## src/rtl/core/mfr_pkg.sv

```systemverilog
// ----------------------------------------------------------------------------
// mfr_pkg
// Types and constants for the motor frame receiver.
// ----------------------------------------------------------------------------
`default_nettype none

package mfr_pkg;

  localparam int unsigned FRAME_LEN = 10;
  localparam int unsigned POS_W     = $clog2(FRAME_LEN);

  typedef logic [POS_W-1:0] pos_t;
  typedef logic [7:0]       byte_t;
  typedef logic [1:0]       status_t;

  localparam byte_t HEADER_BYTE = 8'hFF;

  // byte positions within a frame
  localparam pos_t POS_HDR0  = pos_t'(0);
  localparam pos_t POS_HDR1  = pos_t'(1);
  localparam pos_t POS_ANG_H = pos_t'(2);
  localparam pos_t POS_ANG_L = pos_t'(3);
  localparam pos_t POS_KD    = pos_t'(4);
  localparam pos_t POS_KI    = pos_t'(5);
  localparam pos_t POS_KP    = pos_t'(6);
  localparam pos_t POS_SCALE = pos_t'(7);
  localparam pos_t POS_SUM   = pos_t'(8);
  localparam pos_t POS_LAST  = pos_t'(FRAME_LEN - 1);

  // frame status codes
  localparam status_t ST_OK      = 2'd0;
  localparam status_t ST_BAD_HDR = 2'd1;
  localparam status_t ST_BAD_SUM = 2'd2;

endpackage

`default_nettype wire

```

## src/rtl/core/motor_frame_receiver.sv

```systemverilog
// ----------------------------------------------------------------------------
// motor_frame_receiver
// Collects ten-byte motor frames, checks header and additive checksum and
// latches angle and gains from good frames.
// ----------------------------------------------------------------------------
// Result: out_valid is registered and rises in the cycle after the tenth byte of a frame is accepted.
// Throughput: one byte per cycle; the tenth byte waits only while the previous
//   result is still held and out_ready is low.
// Reset: synchronous, active low; byte position, result valid and held angle
//   and gains clear to zero.
`default_nettype none

module motor_frame_receiver
  import mfr_pkg::*;
(
  input  wire logic        clk,
  input  wire logic        rst_n,
  input  wire logic        in_valid,
  output logic             in_ready,
  input  wire logic [7:0]  in_rx_byte,
  output logic             out_valid,
  input  wire logic        out_ready,
  output logic [1:0]       out_frame_status,
  output logic [15:0]      out_angle,
  output logic [7:0]       out_gain_d,
  output logic [7:0]       out_gain_i,
  output logic [7:0]       out_gain_p,
  output logic [7:0]       out_gain_scale
);

  pos_t    pos_r, pos_nxt;
  logic    hdr_ok_r, hdr_ok_nxt;
  byte_t   sum_r, sum_nxt;
  byte_t   chk_r;
  byte_t   ang_h_r, ang_l_r, kd_r, ki_r, kp_r, scale_r;
  logic    out_valid_r, out_valid_nxt;
  status_t status_r, status_nxt;
  logic [15:0] held_angle_r;
  byte_t   held_d_r, held_i_r, held_p_r, held_scale_r;

  logic    in_acc, is_last, frame_done, sum_good;

  assign is_last    = (pos_r == POS_LAST);
  assign in_ready   = !is_last || !out_valid_r || out_ready;
  assign in_acc     = in_valid && in_ready;
  assign frame_done = in_acc && is_last;

  // inverted checksum arrives last, compared straight off the input
  assign sum_good = (chk_r == sum_r) && (in_rx_byte == ~sum_r);

  always_comb begin
    pos_nxt    = pos_r;
    hdr_ok_nxt = hdr_ok_r;
    sum_nxt    = sum_r;
    if (in_acc) begin
      pos_nxt = is_last ? POS_HDR0 : pos_r + pos_t'(1);
      if (pos_r == POS_HDR0) begin
        hdr_ok_nxt = (in_rx_byte == HEADER_BYTE);
        sum_nxt    = '0;
      end else if (pos_r == POS_HDR1) begin
        hdr_ok_nxt = hdr_ok_r && (in_rx_byte == HEADER_BYTE);
      end else if (pos_r >= POS_ANG_H && pos_r <= POS_SCALE) begin
        sum_nxt = sum_r + in_rx_byte;
      end
    end
  end

  always_comb begin
    if (!hdr_ok_r) begin
      status_nxt = ST_BAD_HDR;
    end else if (!sum_good) begin
      status_nxt = ST_BAD_SUM;
    end else begin
      status_nxt = ST_OK;
    end
  end

  always_comb begin
    out_valid_nxt = out_valid_r;
    if (out_valid_r && out_ready) begin
      out_valid_nxt = 1'b0;
    end
    if (frame_done) begin
      out_valid_nxt = 1'b1;
    end
  end

  always_ff @(posedge clk) begin
    if (!rst_n) begin
      pos_r        <= POS_HDR0;
      hdr_ok_r     <= 1'b0;
      sum_r        <= '0;
      out_valid_r  <= 1'b0;
      status_r     <= ST_OK;
      held_angle_r <= '0;
      held_d_r     <= '0;
      held_i_r     <= '0;
      held_p_r     <= '0;
      held_scale_r <= '0;
    end else begin
      pos_r       <= pos_nxt;
      hdr_ok_r    <= hdr_ok_nxt;
      sum_r       <= sum_nxt;
      out_valid_r <= out_valid_nxt;
      if (frame_done) begin
        status_r <= status_nxt;
        if (status_nxt == ST_OK) begin
          held_angle_r <= {ang_h_r, ang_l_r};
          held_d_r     <= kd_r;
          held_i_r     <= ki_r;
          held_p_r     <= kp_r;
          held_scale_r <= scale_r;
        end
      end
    end
  end

  // frame payload capture
  always_ff @(posedge clk) begin
    if (in_acc) begin
      case (pos_r)
        POS_ANG_H: ang_h_r <= in_rx_byte;
        POS_ANG_L: ang_l_r <= in_rx_byte;
        POS_KD:    kd_r    <= in_rx_byte;
        POS_KI:    ki_r    <= in_rx_byte;
        POS_KP:    kp_r    <= in_rx_byte;
        POS_SCALE: scale_r <= in_rx_byte;
        POS_SUM:   chk_r   <= in_rx_byte;
        default: ;
      endcase
    end
  end

  assign out_valid        = out_valid_r;
  assign out_frame_status = status_r;
  assign out_angle        = held_angle_r;
  assign out_gain_d       = held_d_r;
  assign out_gain_i       = held_i_r;
  assign out_gain_p       = held_p_r;
  assign out_gain_scale   = held_scale_r;

`ifndef SYNTH
  a_pos_range: assert property (@(posedge clk) disable iff (!rst_n)
    pos_r <= POS_LAST)
    else $error("byte position out of range");

  a_result_source: assert property (@(posedge clk) disable iff (!rst_n)
    $rose(out_valid_r) |-> $past(in_valid && in_ready && pos_r == POS_LAST))
    else $error("result raised without a completed frame");

  a_held_only_ok: assert property (@(posedge clk) disable iff (!rst_n)
    !$stable(held_angle_r) |-> (out_valid_r && status_r == ST_OK))
    else $error("held angle changed on a rejected frame");

  a_status_code: assert property (@(posedge clk) disable iff (!rst_n)
    out_valid_r |-> (status_r == ST_OK || status_r == ST_BAD_HDR ||
                     status_r == ST_BAD_SUM))
    else $error("illegal frame status");
`endif

endmodule

`default_nettype wire
```

## config.mk

```make
export PLATFORM = sky130hd
export DESIGN_NAME = motor_frame_receiver
export DESIGN_NICKNAME = d
export VERILOG_FILES = /design/src/rtl/core/mfr_pkg.sv /design/src/rtl/core/motor_frame_receiver.sv
export SDC_FILE = /design/constraint.sdc
export NUM_CORES = 1
export LEC_CHECK = 0
export BUFFER_PORTS_ARGS = -buffer_cell sky130_fd_sc_hd__buf_2
export CAP_MARGIN = 20
export CORE_UTILIZATION = 30
export DETAILED_ROUTE_END_ITERATION = 7
export HOLD_SLACK_MARGIN = 0.03
export PLACE_DENSITY = 0.45
export SLEW_MARGIN = 5
export SYNTH_ARGS = -nofsm -noshare
export SYNTH_HDL_FRONTEND = slang
export SYNTH_SLANG_ARGS = --single-unit
export TNS_END_PERCENT = 50
```

## constraint.sdc

```tcl
create_clock -name clk -period 2.77 [get_ports clk]
set_clock_uncertainty 0.2 [all_clocks]
set_input_delay 0.1385 -clock clk [delete_from_list [all_inputs] [get_ports clk]]
set_output_delay 0.1385 -clock clk [all_outputs]
set_load 0.01 [all_outputs]
```

==> impl_metrics.json <==
{
  "status": "completed",
  "grt_pass1_vias": 2950,
  "grt_usage": 0.141,
  "hp-class": "reg -> reg",
  "yosysSeqAreaShare": 0.634,
  "period_minus_slack_ps": 2710,
  "final_cell_mix": "64 x dfxtp_1, 63 x buf_2, 61 x nor2b_1",
  "p_total_uw": 4120,
  "h-tree-depth": 4,
  "worstRegToRegCells": 8,
  "drc_errors": 0,
  "start_kind": "input pin",
  "multi_input_area_sq_um": 1650,
  "grt_pass1_wl_mm": 16.6,
  "ant_nets": 0,
  "nFillCells": 1484,
  "cts_inserted_buffers": 17,
  "rsz0062_at_grt": "false",
  "finalMaxSlewViolations": 0,
  "drv_cap": 0,
  "arrival_ps": 2800,
  "syn_avg_cell_area_sq_um": 13.1,
  "relSlewSlack": 0.512,
  "r2r-end": "out_angle[13]",
  "post-route-period-util": 0.977,
  "seq_area_sq_um": 2960,
  "tns_ps": 0,
  "cp-end-kind": "flip-flop",
  "cts-root-buf": "clkbuf_16",
  "clk_pin_slew_ps": 60,
  "rrSetupSlack_ps": 110,
  "grt_remaining_overflow": 0,
  "avgRoutedWirePerCell_microns": 17.0,
  "hold_depth": 2,
  "power_density_nw_per_um2": 678,
  "antenna_cells": 0,
  "clock_latency_ps": 400,
  "reg2reg_from": "sum_r[4]",
  "hold_violations": 0,
  "ioPinCount": 64,
  "fmax_mhz": 369,
  "clockBufferDepth": 2,
  "yosys_warnings": 0,
  "io_buffer_count": 63,
  "hpwl_mm": 6.79,
  "cts_tree": "built",
  "clock_sinks": 120,
  "antenna_found_initial": 0,
  "core_region_area_sq_um": 15200,
  "worstPathRequired_ps": 2860,
  "first_pass_iters": 4,
  "synth-async-reset-ratio": 0,
  "path_class": "in -> reg",
  "busiest_layer": "met2",
  "worstPathMaxFanout": 12,
  "fp.dieW_microns": 127,
  "viasPerCell": 4.66,
  "floorplan.initialDensity": 0.308,
  "final_cells": 656,
  "drtIter0Drc": 121,
  "worst_hold_slack_ps": 301,
  "gr-usage-met2": 0.213,
  "met1_usage": 0.190,
  "min_from": "sum_r[5]",
  "grt_max_degree": 66,
  "layout_commonest_cell": "dfxtp_1",
  "synth_nets": 376,
  "ys_ff_latch": 120,
  "area_growth_syn_to_layout_pct": 29.9,
  "netlist_area_sq_um": 4680,
  "synth_cell_types": 45,
  "holdPathEnd": "sum_r[5]",
  "synth_edf_count": 56,
  "routabilityCongestion": 0.756,
  "placementRows": 45,
  "leakage_uw": 0.00220,
  "wirelength_mm": 11.2,
  "finalSetupViolations": 0,
  "ir_drop_v": 0.000462,
  "die_h_microns": 127,
  "drive_gt1_frac": 0.259,
  "place_inst": 610,
  "tightest_slew_ps": 729,
  "synth_ff_type": "dfxtp_1",
  "num-nets-final": 475,
  "grtUsageMet3": 0.0422,
  "design.die.area_sq_um": 16100,
  "num_vias": 3054,
  "synth_cells": 356,
  "final_core_util": 0.400
}
repair_timing:
action,in CTS,in global routing
hold endpoints to repair,61,0
setup buffers,0,1
gates resized for setup,0,8
endpoints found under the setup margin,0,47
hold buffers,11,0
routing by layer:
metal	vias to the layer above	wire [microns]
li1	1487	-
met1	1483	5640
met2	74	5000
met3	10	375
met4	0	170
met5	-	0
layout make-up:
cell class,count,area share
clock buffers,20,0.0719
clock inverters,12,0.0210
inverters,3,0.00185
multi-input cells,216,0.272
flip-flops and latches,120,0.488
well taps,188,0.0387
repair buffers,97,0.106
worst max-delay path, cell delays in order:
cell           delay, ps
dlygate4sd3_1        530
buf_2                150
ha_1                 310
nand4_1              120
or4_4                560
nor4_4               330
buf_4                220
clkbuf_16            200
mux2i_1              190
nor2b_1               60
stage by stage:
step	setup WS, ps	cell area (sq um)
after CTS	52.7	5970
after global placement	180	5300
final	63.3	6070
after global routing	12.4	6070
after detailed placement	132	5300
after floorplan	334	4680
worst max-delay path by stage:
stage                              endpoint     startpoint  slack, ps
after floorplan                out_angle[0]       sum_r[4]        330
after global placement    out_gain_scale[6]       sum_r[4]        180
after detailed placement      out_gain_i[4]       sum_r[4]        130
after CTS                 out_gain_scale[4]  in_rx_byte[4]         50
after global routing          out_gain_p[4]  in_rx_byte[5]         10
final                         out_angle[13]  in_rx_byte[5]         60
registers in the layout, summed over array words and instances, names as in the netlist, 8 cells and up:
| name | count |
|---|---|
| kd_r | 8 |
| out_gain_i | 8 |
| ang_l_r | 8 |
| out_gain_p | 8 |
| kp_r | 8 |
| out_gain_d | 8 |
| ang_h_r | 8 |
| ki_r | 8 |
| out_gain_scale | 8 |
| chk_r | 8 |
| sum_r | 8 |
| out_angle | 16 |
| scale_r | 8 |
synth_stat cells, drive strengths merged (5+ instances only):
master   n  area (sq um)
nand2   11          41.3
ha       7          87.6
and2     5          31.3
clkbuf  11          41.3
a21oi    6          30.0
dfxtp   64          1280
nor2b   61           382
mux2i   48           480
nand3   11          55.1
buf      6          53.8
o21ai    6          30.0
nor3     6          30.0
xnor2    5          43.8
xor2     5          43.8
nor2     5          18.8
edfxtp  56          1680
cell families after synthesis:
family,after synthesis,synth area share
DFF,120,0.634
xor gates and xnor gates,10,0.0187
muxes,48,0.103
AOI/OAI and AO/OA,32,0.0471
buffers and inverters,20,0.0227
and+or+nand+nor,118,0.152
adders and majority gates,8,0.0230
where the power goes:
part           switching (uW)  internal (uW)
sequential               9.05           1860
combinational            89.4           68.1
clock                     770           1320
total                     868           3250
Note: power is estimated with default switching activity, not from simulation.
